==> src/rtl/grc_pkg.sv <==
`default_nettype none
package grc_pkg;

   localparam int MAP_DIM    = 64;
   localparam int MAP_BITS   = $clog2(MAP_DIM);
   localparam int ADDR_W     = 2 * MAP_BITS;
   localparam int CODE_BITS  = 8;
   localparam int DIM_W      = 7;
   localparam int POS_W      = 22;
   localparam int FRAC_W     = 16;
   localparam int DIR_W      = 16;
   localparam int RECIP_W    = 31;
   localparam int DIFF_W     = FRAC_W + 1;
   localparam int DIST_W     = 37;
   localparam int LO_W       = 19;
   localparam int HI_W       = DIST_W - LO_W;
   localparam int PROD_W     = DIR_W + DIST_W;
   localparam int Q_W        = PROD_W - 14;
   localparam int C_W        = Q_W + 3;
   localparam int LINE_W     = 9;
   localparam int OUT_DIST_W = 24;
   localparam int STEP_W     = DIM_W;
   localparam int DIV_STEPS  = RECIP_W;
   localparam int DIV_CNT_W  = $clog2(DIV_STEPS);

   localparam logic [DIM_W-1:0] DIM_RESET = DIM_W'(MAP_DIM);

   localparam logic REQ_WRITE = 1'b0;
   localparam logic REQ_CAST  = 1'b1;

   localparam logic CSR_MAP_WIDTH  = 1'b0;
   localparam logic CSR_MAP_HEIGHT = 1'b1;

   typedef enum logic [3:0] {
      ST_CLEAR,
      ST_IDLE,
      ST_SETUP,
      ST_DIV,
      ST_FIRST,
      ST_MUL_LO,
      ST_MUL_HI,
      ST_POS,
      ST_READ,
      ST_DONE
   } state_type;

   typedef struct packed {
      logic [MAP_BITS-1:0]  cell_x;
      logic [MAP_BITS-1:0]  cell_y;
      logic [CODE_BITS-1:0] cell_code;
      logic [POS_W-1:0]     origin_x;
      logic [POS_W-1:0]     origin_y;
      logic [DIR_W-1:0]     dir_x;
      logic [DIR_W-1:0]     dir_y;
   } req_fields_type;

   typedef struct packed {
      logic                 clear_en;
      logic [ADDR_W-1:0]    clr_addr;
      logic                 cell_wr;
      logic                 load_req;
      logic                 vert;
      logic                 setup;
      logic                 div_step;
      logic                 first_mul;
      logic                 mul_lo;
      logic                 mul_hi;
      logic                 pos;
      logic                 record;
      logic                 advance;
      logic                 load_rsp;
   } cmd_type;

   typedef struct packed {
      logic                 dir_zero;
      logic                 stop;
      logic                 solid;
      logic                 rsp_busy;
      logic [DIM_W-1:0]     limit;
   } sts_type;

endpackage
`default_nettype wire

==> src/rtl/grc_ctrl.sv <==
`default_nettype none
module grc_ctrl (
   input  wire                    clock,
   input  wire                    reset,
   input  wire                    req_tvalid,
   output logic                   req_tready,
   input  wire                    req_tuser,
   output grc_pkg::cmd_type       cmd,
   input  wire grc_pkg::sts_type  sts
);
   import grc_pkg::*;

   state_type             state_ff, state_in;
   logic                  pass_ff, pass_in;
   logic [STEP_W-1:0]     step_ff, step_in;
   logic [DIV_CNT_W-1:0]  dcnt_ff, dcnt_in;
   logic [ADDR_W-1:0]     clr_ff, clr_in;
   logic [STEP_W-1:0]     step_nx;

   always_ff @(posedge clock) begin
      if (reset) begin
         state_ff <= ST_CLEAR;
         pass_ff  <= 1'b0;
         step_ff  <= '0;
         dcnt_ff  <= '0;
         clr_ff   <= '0;
      end else begin
         state_ff <= state_in;
         pass_ff  <= pass_in;
         step_ff  <= step_in;
         dcnt_ff  <= dcnt_in;
         clr_ff   <= clr_in;
      end
   end

   assign step_nx = step_ff + 1'b1;

   always_comb begin
      state_in     = state_ff;
      pass_in      = pass_ff;
      step_in      = step_ff;
      dcnt_in      = dcnt_ff;
      clr_in       = clr_ff;
      cmd          = '0;
      cmd.vert     = pass_ff;
      cmd.clr_addr = clr_ff;
      req_tready   = 1'b0;
      unique case (state_ff)
         ST_CLEAR: begin
            cmd.clear_en = 1'b1;
            clr_in = clr_ff + 1'b1;
            if (clr_ff == '1) begin
               state_in = ST_IDLE;
            end
         end
         ST_IDLE: begin
            req_tready = 1'b1;
            if (req_tvalid) begin
               if (req_tuser == REQ_CAST) begin
                  cmd.load_req = 1'b1;
                  pass_in = 1'b0;
                  state_in = ST_SETUP;
               end else begin
                  cmd.cell_wr = 1'b1;
               end
            end
         end
         ST_SETUP: begin
            if (sts.dir_zero) begin
               if (pass_ff) begin
                  state_in = ST_DONE;
               end else begin
                  pass_in = 1'b1;
               end
            end else begin
               cmd.setup = 1'b1;
               dcnt_in = '0;
               state_in = ST_DIV;
            end
         end
         ST_DIV: begin
            cmd.div_step = 1'b1;
            dcnt_in = dcnt_ff + 1'b1;
            if (dcnt_ff == DIV_CNT_W'(DIV_STEPS - 1)) begin
               state_in = ST_FIRST;
            end
         end
         ST_FIRST: begin
            cmd.first_mul = 1'b1;
            step_in = '0;
            if (sts.limit == '0) begin
               if (pass_ff) state_in = ST_DONE;
               else begin
                  pass_in = 1'b1;
                  state_in = ST_SETUP;
               end
            end else begin
               state_in = ST_MUL_LO;
            end
         end
         ST_MUL_LO: begin
            cmd.mul_lo = 1'b1;
            state_in = ST_MUL_HI;
         end
         ST_MUL_HI: begin
            cmd.mul_hi = 1'b1;
            state_in = ST_POS;
         end
         ST_POS: begin
            cmd.pos = 1'b1;
            state_in = ST_READ;
         end
         ST_READ: begin
            // leave the pass on out of bounds, early stop, a solid cell or the last line
            if (!sts.stop && !sts.solid && (step_nx < sts.limit)) begin
               cmd.advance = 1'b1;
               step_in = step_nx;
               state_in = ST_MUL_LO;
            end else begin
               if (!sts.stop && sts.solid) begin
                  cmd.record = 1'b1;
               end else if (!sts.stop) begin
                  cmd.advance = 1'b1;
               end
               if (pass_ff) state_in = ST_DONE;
               else begin
                  pass_in = 1'b1;
                  state_in = ST_SETUP;
               end
            end
         end
         ST_DONE: begin
            if (!sts.rsp_busy) begin
               cmd.load_rsp = 1'b1;
               state_in = ST_IDLE;
            end
         end
         default: state_in = ST_IDLE;
      endcase
   end

endmodule
`default_nettype wire
==> config.mk <==
export PLATFORM = sky130hd
export DESIGN_NAME = grc_ctrl
export DESIGN_NICKNAME = d
export VERILOG_FILES = /design/src/rtl/grc_pkg.sv /design/src/rtl/grc_ctrl.sv
export SDC_FILE = /design/constraint.sdc
export NUM_CORES = 1
export LEC_CHECK = 0
export BUFFER_PORTS_ARGS = -buffer_cell sky130_fd_sc_hd__buf_4
export CORE_AREA = 2 2 70 59
export DETAILED_ROUTE_END_ITERATION = 10
export DIE_AREA = 0 0 72 61
export HOLD_SLACK_MARGIN = 0.15
export PLACE_DENSITY = 0.79
export SETUP_SLACK_MARGIN = 0.5
export SLEW_MARGIN = 10
export SYNTH_ARGS = -nofsm -noshare
export SYNTH_HDL_FRONTEND = slang
export SYNTH_SLANG_ARGS = --single-unit
export TNS_END_PERCENT = 30
==> constraint.sdc <==
create_clock -name clock -period 3.2 [get_ports clock]
set_input_delay 0.32 -clock clock [delete_from_list [all_inputs] [get_ports clock]]
set_output_delay 0.32 -clock clock [all_outputs]
set_load 0.005 [all_outputs]
# After elaboration in Yosys (flattened, before gate mapping)
# Index checks and enable logic that the tools add are counted.
[word_totals]
ff_bits = 29
output_inout_bits = 26
elab_cells = 87
[classes]
n_addsub = 3
order_cmp = 1
eq_ne = 22
muxes = 42
reduce_logical = 14
[ops]
columns = ["cell", "count"]
rows = [
  ["2-to-1 mux 4 bit", 10],
  ["case mux 4 bit (10 select lines)", 1],
  ["2-to-1 mux 1 bit", 23],
  ["!= test 2 bit, second input constant", 10],
  ["== test 4 x 3 -> 1 bit, second input constant", 4],
  ["case mux 7 bit (2 select lines)", 1],
  ["adder 12 x 1 -> 12 bit, second input constant", 1],
  ["== test 12 bit, second input constant", 1],
  ["AND reduction 6 bit", 2],
  ["case mux 5 bit (2 select lines)", 1],
  ["== test 4 x 2 -> 1 bit, second input constant", 2],
  ["== test 4 bit, second input constant", 2],
  ["adder 7 x 1 -> 7 bit, second input constant", 1],
  ["logical NOT 7 bit", 1],
  ["less-than comparator 7 bit", 1],
  ["2-to-1 mux 7 bit", 1],
  ["2-to-1 mux 2 bit", 3],
  ["adder 5 x 1 -> 5 bit, second input constant", 1],
  ["== test 5 bit, second input constant", 1],
  ["2-to-1 mux 5 bit", 1],
  ["== test 4 x 1 -> 1 bit, second input constant", 1],
  ["logical NOT 4 bit", 1],
  ["case mux 1 bit (4 select lines)", 1],
  ["AND reduction 2 bit", 2],
  ["5 further kinds", 9],
]

# Depth between registers and ports, before layout
# Gate-level depths: netlist of run 1.
[logic_depth]
depth_word = 5
depth_mapped = 11

# Worst setup path after synthesis of run 1
# OpenSTA, ideal clock, no wires.
[synth_path]
path_kind = "register -> register"
startpoint = "register step_ff[0]"
endpoint = "register pass_ff"
setup_time_ns = 0.130
arrival_time_ns = 2.368
required_ns = 3.070
setup_slack_ns = 0.701
path_stages_with_launch = 11
path_buffers = 1
path_cell_list = "dfxtp_1 ha_1 nand3_1 xnor2_1 ha_1 a211oi_1 nor2_1 or4_1 buf_2 a41oi_1 nor3_1"
[synth_between]
elab_chain_len = 5
[synth_lines]
columns = ["element", "line", "source"]
rows = [
  ["from (decl)", "grc_ctrl.sv:15", "logic [STEP_W-1:0] step_ff, step_in;"],
  ["from (signal assigned)", "grc_ctrl.sv:30", "step_ff <= step_in;"],
  ["adder 7 x 1 -> 7 bit", "grc_ctrl.sv:36", "assign step_nx = step_ff + 1'b1;"],
  ["less-than comparator 7 bit", "grc_ctrl.sv:115", "if (!sts.stop && !sts.solid && (step_nx < sts.limit)) begin"],
  ["logical AND 1 bit", "grc_ctrl.sv:115", ""],
  ["!= test 2 bit (no source line)", "--", ""],
  ["AND reduction 6 bit (no source line)", "--", ""],
  ["to (signal assigned)", "grc_ctrl.sv:29", "pass_ff <= pass_in;"],
  ["to (decl)", "grc_ctrl.sv:14", "logic pass_ff, pass_in;"],
]
# Every way passes these cells.
# A chain may end at the register's enable or synchronous reset.

# Worst setup path after layout of run 1
[layout_path]
startpoint = "register step_ff[1]"
endpoint = "register step_ff[2]"
[layout_between]
elab_chain_len = 5
[layout_lines]
columns = ["element", "line"]
rows = [
  ["adder 7 x 1 -> 7 bit *", "grc_ctrl.sv:36"],
  ["less-than comparator 7 bit", "grc_ctrl.sv:115"],
  ["logical AND 1 bit", "grc_ctrl.sv:115"],
  ["!= test 2 bit (no source line)", "--"],
  ["AND reduction 2 bit (no source line)", "--"],
]
# Mark *: on every way between the ends. The rest lies on a longest branch, timed or not. The select of a mux whose other input is x is not followed.

==> impl_metrics.env, run 1 <==
export IMPL_comb_power_share_pct=27.9
export IMPL_syn_num_nets=261
export IMPL_insertion_delay_ps=280
export IMPL_total_power_w=0.00106
export IMPL_cp_max_fo=7
export IMPL_ys_types=52
export IMPL_multi_input_area_sq_um=1240
export IMPL_grt_busiest_layer="met1"
export IMPL_synth_edff_count=0
export IMPL_skew_ps=10.1
export IMPL_worst_slew_pin_slew_ps=806
export IMPL_period_share_pct=80.7
export IMPL_grt_total_usage_pct=20.9
export IMPL_maxCapViolations=0
export IMPL_relSlewSlack_pct=45.5
export IMPL_drtAntennaViolNets=0
export IMPL_fp_row_count=20
export IMPL_hpwl_um=3200
export IMPL_ir_drop_mv=0.299
export IMPL_outcome="finished clean"
export IMPL_met2_usage_pct=28.0
export IMPL_fp_dieH_um=61
export IMPL_regToRegEndpoint="step_ff[2]"
export IMPL_postSynthCellCount=236
export IMPL_clock_sinks=29
export IMPL_r2r_cells=9
export IMPL_num_vias=1814
export IMPL_grt_max_degree=31
export IMPL_power_density_nw_per_um2=449
export IMPL_clockBufferDepth=2
export IMPL_antenna_found_initial=0
export IMPL_tns_ps=0
export IMPL_p_sw_w=0.000334
export IMPL_clock_tree_root_cell="clkbuf_8"
export IMPL_start_kind="flop"
export IMPL_hold_depth=3
export IMPL_grt_setup_unrepaired="true"
export IMPL_final_nets=300
export IMPL_seqCellArea_sq_um=582
export IMPL_wl_per_cell_um=13.6
export IMPL_worstSetupPathType="flop to flop"
export IMPL_dieArea_sq_um=4390
export IMPL_min_delay_start="sts[7]"
export IMPL_finalMaxSlewViolations=0
export IMPL_rr_startpoint="step_ff[1]"
export IMPL_fp_dieW_um=72
export IMPL_htreeDepth=2
export IMPL_cts_tree="yes"
export IMPL_initial_core_util_pct=51.7
export IMPL_min_period_ps=2580
export IMPL_switching_share_pct=31.4
export IMPL_cts_made_buffers=5
export IMPL_ys_warn_count=0
export IMPL_avgSynthCellArea_sq_um=8.05
export IMPL_drc_errors=0
export IMPL_ios=41
export IMPL_met1_usage_pct=32.3
export IMPL_rrSetupSlack_ps=620
export IMPL_hold_end="state_ff[3]"
export IMPL_first_pass_iters=4
export IMPL_cts_clk_slew_worst_paths_ps=70
export IMPL_ctsHoldBuffers=0
export IMPL_grt_overflow=0
export IMPL_ys_seq_area_share_pct=30.5
export IMPL_hold_violations=0
export IMPL_grt_pass1_vias=1492
export IMPL_fillers=326
export IMPL_worstSetupEndpointType="flop"
export IMPL_seqPwrFrac_pct=41.5
export IMPL_p_leak_nw=0.968
export IMPL_viasPerCell=5.67
export IMPL_io_buffer_count=40
export IMPL_p_int_w=0.000729
export IMPL_async_reset_ff_share_pct=0
export IMPL_syn2layout_area_growth_pct=24.6
export IMPL_cp_required_ps=3360
export IMPL_arrival_ps=2750
export IMPL_num_antenna_cells=0
export IMPL_grt_pass1_wl_um=7110
export IMPL_pwr_share_clk_pct=30.6
export IMPL_finalSetupViolCount=0
export IMPL_fmax_mhz=387
export IMPL_synth_seq_cells=29
export IMPL_routed_wl_um=4340
export IMPL_synth_main_ff_cell="dfxtp_1"
export IMPL_drt_iter0_markers=160
export IMPL_place_gp_congestion=0.822
export IMPL_synthesis_area_sq_um=1900
export IMPL_core_sq_um=3680
export IMPL_hold_class="primary input to flop"
export IMPL_drive_above_1_share_pct=26.1
export IMPL_grt_use_met3_pct=5.65
[kinds of logic (layout without fill, tap and decap cells)]
group,count (synthesis),count (layout),share of synthesized area (%)
compound gates,41,41,14.7
xor+xnor,16,16,7.37
flops,29,29,30.5
buf+inv,28,68,6.52
simple gates,110,110,33.2
fa+ha+maj,10,10,6.58
mux,2,2,1.05
[power by group through the flow]
stage	Combinational, W	Clock, W	Sequential (W)
2_1_floorplan	0.000209	0	0.000429
3_3_place_gp	0.000293	0	0.000449
3_5_place_dp	0.000294	0	0.000450
4_1_cts	0.000296	0.000333	0.000441
5_1_grt	0.000332	0.000350	0.000448
6_report	0.000296	0.000325	0.000441
[cell usage in the layout, fill, tap and decap left out, types with 5 or more instances in the layout]
master	instances
buf_4	42
nor3_1	9
nand2b_1	5
nand4_1	9
clkbuf_8	7
nand3_1	14
xor2_1	6
nor2_1	29
ha_1	9
dfxtp_1	28
nand2_1	17
xnor2_1	8
inv_1	16
o21ai_0	6
a21oi_1	10
[critical path: stages (launching register included)]
cell and delay (ps):
dfxtp_1 360, ha_2 240, nand3_2 130, nor2_2 150, xor2_2 90, ha_1 180
or3_4 420, nor4_4 470, o22ai_2 150, a32o_1 280
[per-layer routing]
layer | wire length, um | vias to the layer above
li1 | - | 929
met5 | 0 | -
met2 | 1840 | 48
met3 | 270 | 7
met4 | 30 | 0
met1 | 2200 | 830
[how the worst max path moves through the flow]
stage               start    endpoint  slack (ps)  depth (start not counted)
2_1_floorplan  step_ff[0]     pass_ff         700                         10
3_3_place_gp   step_ff[0]     pass_ff         540                          9
3_5_place_dp   step_ff[0]     pass_ff         420                         10
4_1_cts        step_ff[0]  step_ff[2]         510                         10
5_1_grt        step_ff[2]     pass_ff         480                          9
6_report       step_ff[1]  step_ff[2]         620                          9
[stage by stage]
step                      utilization [%]  cells  area (sq um)  setup slack [ps]  hold slack [ps]
final                                64.4    320          2370               618              340
after floorplan                         -    236          1900               701              451
after CTS                            62.8    318          2310               508              332
after global routing                 64.4    320          2370               476              338
after detailed placement             59.9    310          2200               425              477
after global placement               59.9    310          2200               541              472
[synthesized netlist by cell type, drive strengths merged (3+ instances only)]
| cell type | instances | share of area [%] |
|---|---|---|
| nand4 | 10 | 4.1 |
| nand3 | 16 | 4.5 |
| clkbuf | 6 | 1.2 |
| a21oi | 10 | 2.6 |
| or3 | 3 | 0.99 |
| xnor2 | 9 | 4.1 |
| nand2 | 18 | 3.7 |
| nand2b | 5 | 1.6 |
| a41oi | 3 | 1.4 |
| o21ai | 7 | 1.8 |
| xor2 | 7 | 3.2 |
| inv | 18 | 3.8 |
| dfxtp | 29 | 31 |
| nor3b | 3 | 1.2 |
| nor4 | 3 | 2.6 |
| nor3 | 10 | 3.2 |
| buf | 4 | 1.5 |
| or4 | 5 | 2.2 |
| nor2 | 30 | 5.9 |
| a22oi | 3 | 1.2 |
| ha | 10 | 6.6 |
[layout make-up]
| class | instances | share of cell area [%] |
|---|---|---|
| multi-input combinational | 179 | 52.4 |
| inverter | 18 | 3.07 |
| clock inverter | 1 | 0.211 |
| tap | 44 | 2.33 |
| timing repair buffer | 42 | 13.3 |
| sequential | 29 | 24.6 |
| clock buffer | 7 | 4.07 |
[flip-flops by register name (all words and copies together), names as in the netlist]
register,flops
dcnt_ff,5
pass_ff,1
clr_ff,12
step_ff,7
state_ff,4
[timing repair]
item,in CTS,in global routing
hold endpoints to repair,0,0
pin swaps,0,2
resized for setup,1,9
setup endpoints to repair,3,12
setup buffers,0,2
Power figures use the tool's default switching activity.
==> run 2, diff against run 1 <==
CORE_AREA = 2 2 73 61   (was 2 2 70 59)
DIE_AREA = 0 0 75 63   (was 0 0 72 61)
PLACE_DENSITY = 0.77   (was 0.79)
clock period = 2.1 ns   (was 3.2 ns; I/O delays follow)
==> run 2 against run 1 <==
The flow now finishes with violations (setup timing). Global-route usage is 1.7 points higher. Die area is 7.6% higher. Clock skew is 3.7 ps lower. Critical path depth stayed put. Cell count is 12% higher. Design area is 11% higher. Setup slack worse by 840 ps. Core utilization is 1.1 points higher. Critical endpoint is now pass_ff. Largest power group unchanged.
==> impl_metrics.env, run 2 (synthesis gave the netlist of run 1 again) <==
export IMPL_outcome="complete, but fails checks"
export IMPL_violations="setup timing"
export IMPL_switching_share_pct=33.6
export IMPL_power_density_nw_per_um2=631
export IMPL_fp_row_count=21
export IMPL_worstSetupPathType="flop to flop"
export IMPL_cts_tree="yes"
export IMPL_place_area_sq_um=2450
export IMPL_min_period_ps=2320
export IMPL_ir_drop_mv=0.323
export IMPL_antenna_found_initial=0
export IMPL_maxCapViolations=0
export IMPL_final_common_cell="buf_4"
export IMPL_cts_clk_slew_worst_paths_ps=60
export IMPL_finalNonFillerCells=359
export IMPL_io_buffer_count=40
export IMPL_htreeDepth=2
export IMPL_drive_above_1_share_pct=35.4
export IMPL_worst_slew_pin_slew_ps=480
export IMPL_drc_errors=0
export IMPL_clockBufferDepth=2
export IMPL_hpwl_um=3620
export IMPL_ios=41
export IMPL_initial_core_util_pct=47.3
export IMPL_fp_dieW_um=75
export IMPL_insertion_delay_ps=280
export IMPL_grt_overflow=0
export IMPL_num_vias=1946
export IMPL_seqPwrFrac_pct=39.4
export IMPL_skew_ps=6.43
export IMPL_final_nets=326
export IMPL_grt_total_usage_pct=22.6
export IMPL_cts_made_buffers=5
export IMPL_hold_violations=0
export IMPL_dieArea_sq_um=4730
export IMPL_relSlewSlack_pct=67.7
export IMPL_dp_slack_ps=-242
export IMPL_place_gp_congestion=0.810
export IMPL_largest_register_ffs=12
export IMPL_viasPerCell=5.42
export IMPL_drtAntennaViolNets=0
export IMPL_p_int_w=0.00110
export IMPL_fin_area_sq_um=2630
export IMPL_cp_max_fo=8
export IMPL_clock_sinks=29
export IMPL_finalMaxSlewViolations=0
export IMPL_arrival_ps=2480
export IMPL_p_sw_w=0.000559
export IMPL_comb_power_share_pct=33.9
export IMPL_dp_cells=345
export IMPL_reg_largest_list="clr_ff (12), step_ff (7), dcnt_ff (5)"
export IMPL_period_share_pct=111
export IMPL_drt_iter0_markers=149
export IMPL_worstSetupEndpointType="flop"
export IMPL_fp_dieH_um=63
export IMPL_regMostFlops="clr_ff"
export IMPL_pwr_share_clk_pct=26.7
export IMPL_syn2layout_area_growth_pct=38.4
export IMPL_final_cell_mix="68 x buf_4, 27 x nor2_1, 26 x dfxtp_1, 17 x nand2_1, 16 x inv_1"
export IMPL_total_power_w=0.00166
export IMPL_tns_ps=-1710
export IMPL_fmax_mhz=431
export IMPL_finalSetupViolCount=12
export IMPL_grt_pass1_wl_um=8420
export IMPL_grt_pass1_vias=1817
export IMPL_setup_slack_ps=-221
export IMPL_hold_class="primary input to flop"
export IMPL_cp_required_ps=2260
export IMPL_clock_tree_root_cell="clkbuf_8"
export IMPL_routed_wl_um=4890
export IMPL_core_sq_um=4020
export IMPL_wl_per_cell_um=13.6
export IMPL_start_kind="flop"
export IMPL_grt_max_degree=31
export IMPL_p_leak_nw=1.10
export IMPL_grt_setup_unrepaired="true"
export IMPL_num_antenna_cells=0
export IMPL_first_pass_iters=4
run 2: per-layer routing:
metal / vias to the layer above / GRT usage [%] / share of wire [%] / routed length [um]
met5: - / 0 / 0 / 0
met3: 2 / 6.29 / 6.2 / 302
met2: 62 / 33.8 / 46 / 2260
met1: 902 / 32.4 / 47 / 2320
met4: 0 / 4.02 / 0.29 / 14
li1: 980 / - / - / -
run 2: cell type report:
| class | instances | area, sq um |
|---|---|---|
| well taps | 57 | 71.3 |
| flip-flops and latches | 29 | 587 |
| multi-input cells | 179 | 1310 |
| repair buffers | 68 | 510 |
| clock inverters | 2 | 10.0 |
| clock buffers | 6 | 72.6 |
| inverters | 18 | 72.6 |
| fillers | 338 | 1390 |
run 2: final timing paths:
path | depth (start not counted) | slack (ps) | from | endpoint
worst max register to register | 9 | -220 | step_ff[0] | pass_ff
worst min-delay path | 3 | 220 | sts[7] | state_ff[3]
worst max-delay path | 9 | -220 | step_ff[0] | pass_ff
worst min register to register | 1 | 490 | dcnt_ff[4] | dcnt_ff[4]
run 2: repair_timing:
action	in CTS	in global routing
pin swaps	2	7
gates resized for setup	6	4
setup endpoints to repair	33	38
setup buffers	6	0
endpoints found under the hold margin	0	0
hold buffers	0	0
run 2: power by group through the flow:
stage	clock [W]	sequential [W]	combinational, W
6_report	0.000443	0.000655	0.000563
4_1_cts	0.000451	0.000651	0.000558
3_5_place_dp	0	0.000665	0.000545
3_3_place_gp	0	0.000663	0.000533
2_1_floorplan	0	0.000654	0.000322
5_1_grt	0.000478	0.000664	0.000619
run 2: critical path, cell delays in order (launching register included):
cell     delay (ps)
dfxtp_4         360
ha_4            170
nand3_4         100
nor2_4           40
xor2_2          170
ha_2            180
or3_4           350
or4_4           600
a41oi_2         160
nor3_1           70
run 2: per-stage QoR:
stage | utilization [%] | hold slack (ps)
after CTS | 64.9 | 223
after global placement | 61.1 | 471
after detailed placement | 61.1 | 475
after floorplan | - | 360
after global routing | 65.5 | 236
final | 65.5 | 222
